### src/jdf_pkg.sv
// Package for the joinable dual FIFO: command, mode and register codes,
// controller state type and the controller-to-datapath command struct.
// No dependencies.
package jdf_pkg;

  // Default sizes handed to the top level parameters
  localparam int DEF_STORE_DEPTH = 8;
  localparam int DEF_WORD_WIDTH  = 32;

  // Field widths fixed by the interface
  localparam int CMD_W      = 2;
  localparam int MODE_W     = 2;
  localparam int CFG_IDX_W  = 2;
  localparam int CFG_DATA_W = 2;

  // Command codes carried on in_tuser
  localparam logic [CMD_W-1:0] CMD_WRITE = 2'd0;  // enqueue to TX
  localparam logic [CMD_W-1:0] CMD_PULL  = 2'd1;  // dequeue from TX
  localparam logic [CMD_W-1:0] CMD_PUSH  = 2'd2;  // enqueue to RX
  localparam logic [CMD_W-1:0] CMD_READ  = 2'd3;  // dequeue from RX

  // FIFO mode codes; the unused code behaves as bidirectional
  localparam logic [MODE_W-1:0] MODE_BIDI    = 2'd0;
  localparam logic [MODE_W-1:0] MODE_RX_ONLY = 2'd1;
  localparam logic [MODE_W-1:0] MODE_TX_ONLY = 2'd2;

  // Configuration register indexes
  localparam logic [CFG_IDX_W-1:0] REG_FIFO_MODE  = 2'd0;
  localparam logic [CFG_IDX_W-1:0] REG_STATUS_SEL = 2'd1;

  // Controller states
  typedef enum logic {
    S_IDLE,
    S_HOLD
  } jdf_state_t;

  // Commands from the controller to the datapath
  typedef struct packed {
    logic exec;    // perform the command of the beat accepted now
    logic cfg_wr;  // take the configuration beat accepted now
  } jdf_cmd_t;

endpackage

### src/joinable_dual_fifo_top.sv
// Top level of the joinable dual FIFO: stream ports, field packing and the
// controller and datapath. Depends on jdf_pkg, jdf_ctrl and jdf_dp.
//
//  channel  direction  handshake               payload
//  in_      slave      in_tvalid / in_tready   tuser: command; tdata: data_in
//  out_     master     out_tvalid / out_tready tuser: accepted;
//                                              tdata: data_out, status, levels
//  cfg_     slave      cfg_valid / cfg_ready   cfg_index, cfg_data
//
// Each command is performed at the accept edge, which also registers the store
// read; the next cycle presents the result, which then holds until
// out_tready. One beat is in flight at a time.
// Synchronous active-low reset empties both FIFOs, selects bidirectional
// mode and RX status; the word store itself is not cleared.
// Configuration beats are taken only while idle with no input beat offered.
module joinable_dual_fifo_top
  import jdf_pkg::*;
#(
  parameter int STORE_DEPTH = DEF_STORE_DEPTH,
  parameter int WORD_WIDTH  = DEF_WORD_WIDTH,
  parameter int CNT_W       = $clog2(STORE_DEPTH + 1),
  parameter int IN_TD_W     = ((WORD_WIDTH + 7) / 8) * 8,
  parameter int OUT_TD_W    = ((2 * WORD_WIDTH + 2 * CNT_W + 7) / 8) * 8
) (
  input  logic                  clk,
  input  logic                  rst_n,
  input  logic                  in_tvalid,
  output logic                  in_tready,
  input  logic [IN_TD_W-1:0]    in_tdata,   // data_in
  input  logic [CMD_W-1:0]      in_tuser,   // command
  output logic                  out_tvalid,
  input  logic                  out_tready,
  output logic [OUT_TD_W-1:0]   out_tdata,  // data_out, status_word, rx_level, tx_level
  output logic                  out_tuser,  // accepted
  input  logic                  cfg_valid,
  output logic                  cfg_ready,
  input  logic [CFG_IDX_W-1:0]  cfg_index,
  input  logic [CFG_DATA_W-1:0] cfg_data
);

  jdf_cmd_t              cmd;
  logic [WORD_WIDTH-1:0] data_out, status_word;
  logic [CNT_W-1:0]      rx_level, tx_level;

  jdf_ctrl u_ctrl (
    .clk       (clk),
    .rst_n     (rst_n),
    .in_valid  (in_tvalid),
    .in_ready  (in_tready),
    .out_valid (out_tvalid),
    .out_ready (out_tready),
    .cfg_valid (cfg_valid),
    .cfg_ready (cfg_ready),
    .cmd       (cmd)
  );

  jdf_dp #(
    .STORE_DEPTH (STORE_DEPTH),
    .WORD_WIDTH  (WORD_WIDTH),
    .CNT_W       (CNT_W)
  ) u_dp (
    .clk         (clk),
    .rst_n       (rst_n),
    .cmd         (cmd),
    .in_command  (in_tuser),
    .in_data     (in_tdata[WORD_WIDTH-1:0]),
    .cfg_index   (cfg_index),
    .cfg_value   (cfg_data),
    .accepted    (out_tuser),
    .data_out    (data_out),
    .status_word (status_word),
    .rx_level    (rx_level),
    .tx_level    (tx_level)
  );

  // Pack the result fields, lowest first, zero-filled to whole bytes
  assign out_tdata = OUT_TD_W'({tx_level, rx_level, status_word, data_out});

endmodule

### src/jdf_ctrl.sv
// Controller of the joinable dual FIFO: sequences accept, execute and
// result hand-off. Depends on jdf_pkg.
module jdf_ctrl
  import jdf_pkg::*;
(
  input  logic     clk,
  input  logic     rst_n,
  input  logic     in_valid,
  output logic     in_ready,
  output logic     out_valid,
  input  logic     out_ready,
  input  logic     cfg_valid,
  output logic     cfg_ready,
  output jdf_cmd_t cmd
);

  jdf_state_t state_r, state_nxt;

  // Hold the state
  always_ff @(posedge clk) begin
    if (!rst_n) begin
      state_r <= S_IDLE;
    end else begin
      state_r <= state_nxt;
    end
  end

  // Advance: accept one beat, then hold the result until it is taken
  always_comb begin
    state_nxt = state_r;
    case (state_r)
      S_IDLE: begin
        if (in_valid) begin
          state_nxt = S_HOLD;
        end
      end
      S_HOLD: begin
        if (out_ready) begin
          state_nxt = S_IDLE;
        end
      end
      default: begin
        state_nxt = S_IDLE;
      end
    endcase
  end

  // Drive handshakes and datapath commands; an input beat wins over config
  always_comb begin
    in_ready   = 1'b0;
    out_valid  = 1'b0;
    cfg_ready  = 1'b0;
    case (state_r)
      S_IDLE: begin
        in_ready  = 1'b1;
        cfg_ready = !in_valid;
      end
      S_HOLD: begin
        out_valid = 1'b1;
      end
      default: begin
        in_ready = 1'b0;
      end
    endcase
    cmd.exec   = in_valid && in_ready;
    cmd.cfg_wr = cfg_valid && cfg_ready;
  end

`ifndef SYNTHESIS
  a_accept_to_result: assert property (@(posedge clk) disable iff (!rst_n)
    (in_valid && in_ready) |=> (out_valid && !in_ready))
    else $error("accepted beat did not lead to a held result");

  a_taken_to_idle: assert property (@(posedge clk) disable iff (!rst_n)
    (out_valid && out_ready) |=> (in_ready && !out_valid))
    else $error("controller did not return to idle after result taken");

  a_exec_cfg_excl: assert property (@(posedge clk) disable iff (!rst_n)
    !(cmd.exec && cmd.cfg_wr))
    else $error("command and configuration beat taken together");
`endif

endmodule

### src/jdf_dp.sv
// Datapath of the joinable dual FIFO: shared word store, per-FIFO head
// offsets and counts, configuration registers and result registers.
// Depends on jdf_pkg.
module jdf_dp
  import jdf_pkg::*;
#(
  parameter int STORE_DEPTH = DEF_STORE_DEPTH,
  parameter int WORD_WIDTH  = DEF_WORD_WIDTH,
  parameter int CNT_W       = $clog2(STORE_DEPTH + 1)
) (
  input  logic                  clk,
  input  logic                  rst_n,
  input  jdf_cmd_t              cmd,
  input  logic [CMD_W-1:0]      in_command,
  input  logic [WORD_WIDTH-1:0] in_data,
  input  logic [CFG_IDX_W-1:0]  cfg_index,
  input  logic [CFG_DATA_W-1:0] cfg_value,
  output logic                  accepted,
  output logic [WORD_WIDTH-1:0] data_out,
  output logic [WORD_WIDTH-1:0] status_word,
  output logic [CNT_W-1:0]      rx_level,
  output logic [CNT_W-1:0]      tx_level
);

  localparam int AW   = (STORE_DEPTH > 1) ? $clog2(STORE_DEPTH) : 1;
  localparam int HALF = STORE_DEPTH / 2;

  logic [WORD_WIDTH-1:0] mem [STORE_DEPTH];

  logic [MODE_W-1:0]     mode_r;
  logic                  sel_r;
  logic [CNT_W-1:0]      rx_cnt_r, tx_cnt_r;
  logic [AW-1:0]         rx_head_r, tx_head_r;
  logic [WORD_WIDTH-1:0] rd_data_r;
  logic                  ok_r, deq_r;

  logic                  joined, is_tx, is_enq, allowed, ok_c;
  logic [CNT_W-1:0]      cap_c, cnt_c, head_inc, level_c;
  logic [AW-1:0]         base_c, head_c, wr_off, head_nxt;
  logic [AW-1:0]         wr_addr, rd_addr;
  logic [CNT_W:0]        tail_sum;

  // Region layout and capacity from the mode
  always_comb begin
    joined = (mode_r == MODE_RX_ONLY) || (mode_r == MODE_TX_ONLY);
    cap_c  = joined ? CNT_W'(STORE_DEPTH) : CNT_W'(HALF);
    is_tx  = (in_command == CMD_WRITE) || (in_command == CMD_PULL);
    is_enq = (in_command == CMD_WRITE) || (in_command == CMD_PUSH);
    if (is_tx) begin
      allowed = (mode_r != MODE_RX_ONLY);
      cnt_c   = tx_cnt_r;
      head_c  = tx_head_r;
      base_c  = (mode_r == MODE_TX_ONLY) ? '0 : AW'(HALF);
    end else begin
      allowed = (mode_r != MODE_TX_ONLY);
      cnt_c   = rx_cnt_r;
      head_c  = rx_head_r;
      base_c  = '0;
    end
    ok_c = allowed && (is_enq ? (cnt_c < cap_c) : (cnt_c != '0));
  end

  // Tail and head addresses, wrapped within the region
  always_comb begin
    tail_sum = (CNT_W + 1)'(head_c) + (CNT_W + 1)'(cnt_c);
    if (tail_sum >= (CNT_W + 1)'(cap_c)) begin
      tail_sum = tail_sum - (CNT_W + 1)'(cap_c);
    end
    wr_off   = AW'(tail_sum);
    wr_addr  = base_c + wr_off;
    rd_addr  = base_c + head_c;
    head_inc = CNT_W'(head_c) + CNT_W'(1);
    head_nxt = (head_inc == cap_c) ? '0 : AW'(head_inc);
  end

  // Write and read the word store
  always_ff @(posedge clk) begin
    if (cmd.exec && ok_c && is_enq) begin
      mem[wr_addr] <= in_data;
    end
    if (cmd.exec && ok_c && !is_enq) begin
      rd_data_r <= mem[rd_addr];
    end
  end

  // Update configuration, counts and heads; a register write clears both
  always_ff @(posedge clk) begin
    if (!rst_n) begin
      mode_r    <= MODE_BIDI;
      sel_r     <= 1'b1;
      rx_cnt_r  <= '0;
      tx_cnt_r  <= '0;
      rx_head_r <= '0;
      tx_head_r <= '0;
      ok_r      <= 1'b0;
      deq_r     <= 1'b0;
    end else if (cmd.cfg_wr) begin
      if (cfg_index == REG_FIFO_MODE || cfg_index == REG_STATUS_SEL) begin
        if (cfg_index == REG_FIFO_MODE) begin
          mode_r <= cfg_value[MODE_W-1:0];
        end else begin
          sel_r <= cfg_value[0];
        end
        rx_cnt_r  <= '0;
        tx_cnt_r  <= '0;
        rx_head_r <= '0;
        tx_head_r <= '0;
      end
    end else if (cmd.exec) begin
      ok_r  <= ok_c;
      deq_r <= ok_c && !is_enq;
      if (ok_c) begin
        if (is_tx) begin
          tx_cnt_r <= is_enq ? tx_cnt_r + CNT_W'(1) : tx_cnt_r - CNT_W'(1);
          if (!is_enq) begin
            tx_head_r <= head_nxt;
          end
        end else begin
          rx_cnt_r <= is_enq ? rx_cnt_r + CNT_W'(1) : rx_cnt_r - CNT_W'(1);
          if (!is_enq) begin
            rx_head_r <= head_nxt;
          end
        end
      end
    end
  end

  // Form the result from the registered state
  always_comb begin
    level_c     = sel_r ? rx_cnt_r : tx_cnt_r;
    accepted    = ok_r;
    data_out    = deq_r ? rd_data_r : '0;
    status_word = (level_c < cap_c) ? '1 : '0;
    rx_level    = rx_cnt_r;
    tx_level    = tx_cnt_r;
  end

`ifndef SYNTHESIS
  a_cnt_in_cap: assert property (@(posedge clk) disable iff (!rst_n)
    (rx_cnt_r <= cap_c) && (tx_cnt_r <= cap_c))
    else $error("FIFO count beyond region capacity");

  a_rx_only_tx_empty: assert property (@(posedge clk) disable iff (!rst_n)
    (mode_r == MODE_RX_ONLY) |-> (tx_cnt_r == '0))
    else $error("TX FIFO holds words in receive-only mode");

  a_tx_only_rx_empty: assert property (@(posedge clk) disable iff (!rst_n)
    (mode_r == MODE_TX_ONLY) |-> (rx_cnt_r == '0))
    else $error("RX FIFO holds words in transmit-only mode");

  a_reject_no_change: assert property (@(posedge clk) disable iff (!rst_n)
    (cmd.exec && !ok_c) |=> ($stable(rx_cnt_r) && $stable(tx_cnt_r) &&
                             $stable(rx_head_r) && $stable(tx_head_r)))
    else $error("rejected command changed FIFO state");
`endif

endmodule
### config.mk
export PLATFORM = sky130hd
export DESIGN_NAME = joinable_dual_fifo_top
export DESIGN_NICKNAME = d
export VERILOG_FILES = /design/src/jdf_pkg.sv /design/src/joinable_dual_fifo_top.sv /design/src/jdf_ctrl.sv /design/src/jdf_dp.sv
export SDC_FILE = /design/constraint.sdc
export NUM_CORES = 1
export LEC_CHECK = 0
export ABC_CLOCK_PERIOD_IN_PS = 8550
export BUFFER_PORTS_ARGS = -buffer_cell sky130_fd_sc_hd__buf_4
export CAP_MARGIN = 20
export CORE_MARGIN = 2
export CORE_UTILIZATION = 40
export DETAILED_ROUTE_END_ITERATION = 8
export SKIP_CTS_REPAIR_TIMING = 1
export SLEW_MARGIN = 10
export SYNTH_ARGS = -nofsm -noshare
export SYNTH_HDL_FRONTEND = slang
export SYNTH_SLANG_ARGS = --single-unit
export TNS_END_PERCENT = 1
### constraint.sdc
create_clock -name clk -period 8.55 [get_ports clk]
set_input_delay 0.855 -clock clk [delete_from_list [all_inputs] [get_ports clk]]
set_output_delay 0.855 -clock clk [all_outputs]
set_load 0.02 [all_outputs]
==> impl_metrics.toml <==
[status]
outcome = "complete, no violations"

[timing]
finalMaxSlewViolations = 0
fin_crit_sh_pct = 56.8
fmax_mhz = 206
tns_ns = 0
relSlewSlack_pct = 31.5
setup_viol = 0
period_minus_slack_ns = 4.86
whs_ns = 0.472
rsz0062_at_grt = "no"
finalHoldViolations = 0
clock_skew_ns = 0.0132
worst_slew_pin_slew_ns = 1.03

[place]
place_hpwl_um = 15800
numPortBuffers = 118
gp_congestion = 0.762

[global_route]
grt_pass1_wl_um = 44300
grt_pass1_vias = 7963
grt.total_usage_pct = 16.6
antenna_found_initial = 0
grt_start_max_net_pins = 93
gr-total-overflow = 0

[synth]
syn_area_mm2 = 0.0131
ys_types = 56
netlist_instances = 1096
ys_ff_latch = 308
synth_area_per_cell_um2 = 12.0
syn_nets = 1153
async_flop_share_pct = 0
synth-seq-area-share_pct = 69.0
synth_edf_count = 288
yosys_warnings = 0
synth-main-ff-cell = "edfxtp_1"

[layout]
mostFrequentLayoutCell = "nand2_1"
utilization_pct = 47.8
area_growth_pct = 18.0
mostFrequentLayoutCells = "310 x nand2_1, 288 x edfxtp_1, 172 x nand3_1, 134 x buf_4, 35 x clkbuf_16"
layout-drive-gt1-share_pct = 17.9
nNetsFinal = 1235

[drt]
drt_iter0_drc = 591
drtAntennaViolNets = 0
drtPass1Iterations = 5
vias = 8379
drc_errors = 0
wl_per_cell_um = 17.2
routed_via_density = 5.09
routed_wl_um = 28400

[die]
io_pins = 119
start_util_pct = 40.5
die_area_mm2 = 0.0342
core_mm2 = 0.0324
die_w_um = 185
num_rows = 66
die_h_um = 185

[cts]
clock_sinks = 308
clk_pin_slew_ns = 0.06
htree_levels = 2
clockBufferDepth = 3
cts_root_buffer = "clkbuf_16"
cts_made_buffers = 35
clock_latency_ns = 0.52
cts_tree = "yes"

[critical_path]
start_kind = "primary input"
critPathCaptureType = "register"
cp_max_fo = 39
crit_chain = "buf_4 > mux2i_4 > buf_4 > xnor2_1 > ha_1 > or4_1 > nand2_1 > ha_1 > inv_1 > o31a_1 > o221ai_2 > nor2_1 > mux2i_4 > buf_4"
cp_common_cell = "buf_4"
critical_path_required_ns = 8.74
worst_ep_arrival_time_ns = 5.04
crit_type = "in2reg"
slowest_delay_ns = 0.73
slowest_stage = "mux2i_4"

[power_and_ir_drop]
ir_drop_mv = 0.129
cellLeakagePower_nw = 5.70
power_density_mw_per_mm2 = 226

[hold_path]
hp-class = "reg2reg"

[flow_run]
cap_violations = 0
path summary, 6_finish.rpt:
kind | startpoint | to | slack (ns) | cells after the start
max | in_tuser[1] | u_dp.mem[2][17] | 3.69 | 14
min | u_dp.accepted | u_dp.accepted | 0.47 | 2
max reg2reg | u_dp.rx_head_r[1] | u_dp.mem[2][17] | 4.07 | 13
min reg2reg | u_dp.accepted | u_dp.accepted | 0.47 | 2
metal layers:
layer  vias to the layer above  global-route usage [%]  part of all wire (%)  routed length, um
li1                       4037                       -                     -                  -
met2                       211                    27.3                    47              13400
met3                        35                    2.52                   4.5               1270
met1                      4096                    23.0                    46              13200
met4                         0                    4.60                   1.9                537
met5                         -                       0                     0                  0
critical path, delay by kind of cell:
family | cells | cell delay [ns]
and+or+nand+nor | 3 | 0.97
adders and majority gates | 2 | 0.50
muxes | 2 | 1.00
xor gates and xnor gates | 1 | 0.14
AOI/OAI and AO/OA | 2 | 0.31
buffers and inverters | 4 | 1.24
registers in the layout (all words and copies together), names as in the netlist:
signal,cells
u_dp.mode_r,2
u_dp.rx_head_r,3
u_dp.rx_level,4
u_ctrl.state_r,1
u_dp.rd_data_r,32
u_dp.accepted,1
u_dp.deq_r,1
u_dp.mem,256
u_dp.sel_r,1
u_dp.tx_level,4
u_dp.tx_head_r,3
report_power, final:
part / internal [W] / switching, W / total, W
clock: 0.000916 / 0.000590 / 0.00151
combinational: 0.000105 / 0.000182 / 0.000288
sequential: 0.00169 / 0.0000134 / 0.00170
cell usage after synthesis, drive strengths merged, types with 3 or more instances:
cell,n,area [um^2]
and2,32,200
nand3,172,861
inv,11,41.3
nand2,310,1160
mux2,10,113
a21o,4,30.0
clkbuf,18,67.6
buf,72,437
nor4,6,56.3
a21oi,19,98.9
o21ai,41,205
ha,12,150
nor2b,5,31.3
edfxtp,288,8650
xor2,3,26.3
o211ai,3,22.5
nor3,4,20.0
nor2,13,48.8
xnor2,6,52.6
mux2i,8,80.1
dfxtp,20,400
nand3b,7,52.6
logic make-up after synthesis:
| group | synth area share, % |
|---|---|
| xor gates and xnor gates | 0.601 |
| AOI/OAI and AO/OA | 4.04 |
| DFF | 69.0 |
| buffers and inverters | 4.19 |
| muxes | 1.47 |
| and+or+nand+nor | 19.2 |
| adders and majority gates | 1.53 |
through the flow:
stage / instances / setup WS, ns / total power [W] / cell area [um^2]
after CTS: 1645 / 3.68 / 0.00352 / 15400
after floorplan: 1096 / 2.27 / 0.00192 / 13100
after detailed placement: 1582 / 3.14 / 0.00202 / 14300
after global routing: 1646 / 3.35 / 0.00361 / 15500
after global placement: 1582 / 3.24 / 0.00201 / 14300
final: 1647 / 3.69 / 0.00349 / 15500
layout make-up:
class / instances / area [um^2]
antenna: 1 / 2.50
clock buffer: 45 / 913
clock inverter: 18 / 241
fill: 2923 / 16900
inverter: 12 / 45.0
multi-input combinational: 686 / 3650
sequential: 308 / 9050
tap: 442 / 553
timing repair buffer: 135 / 1030
Power figures use the tool's default switching activity.
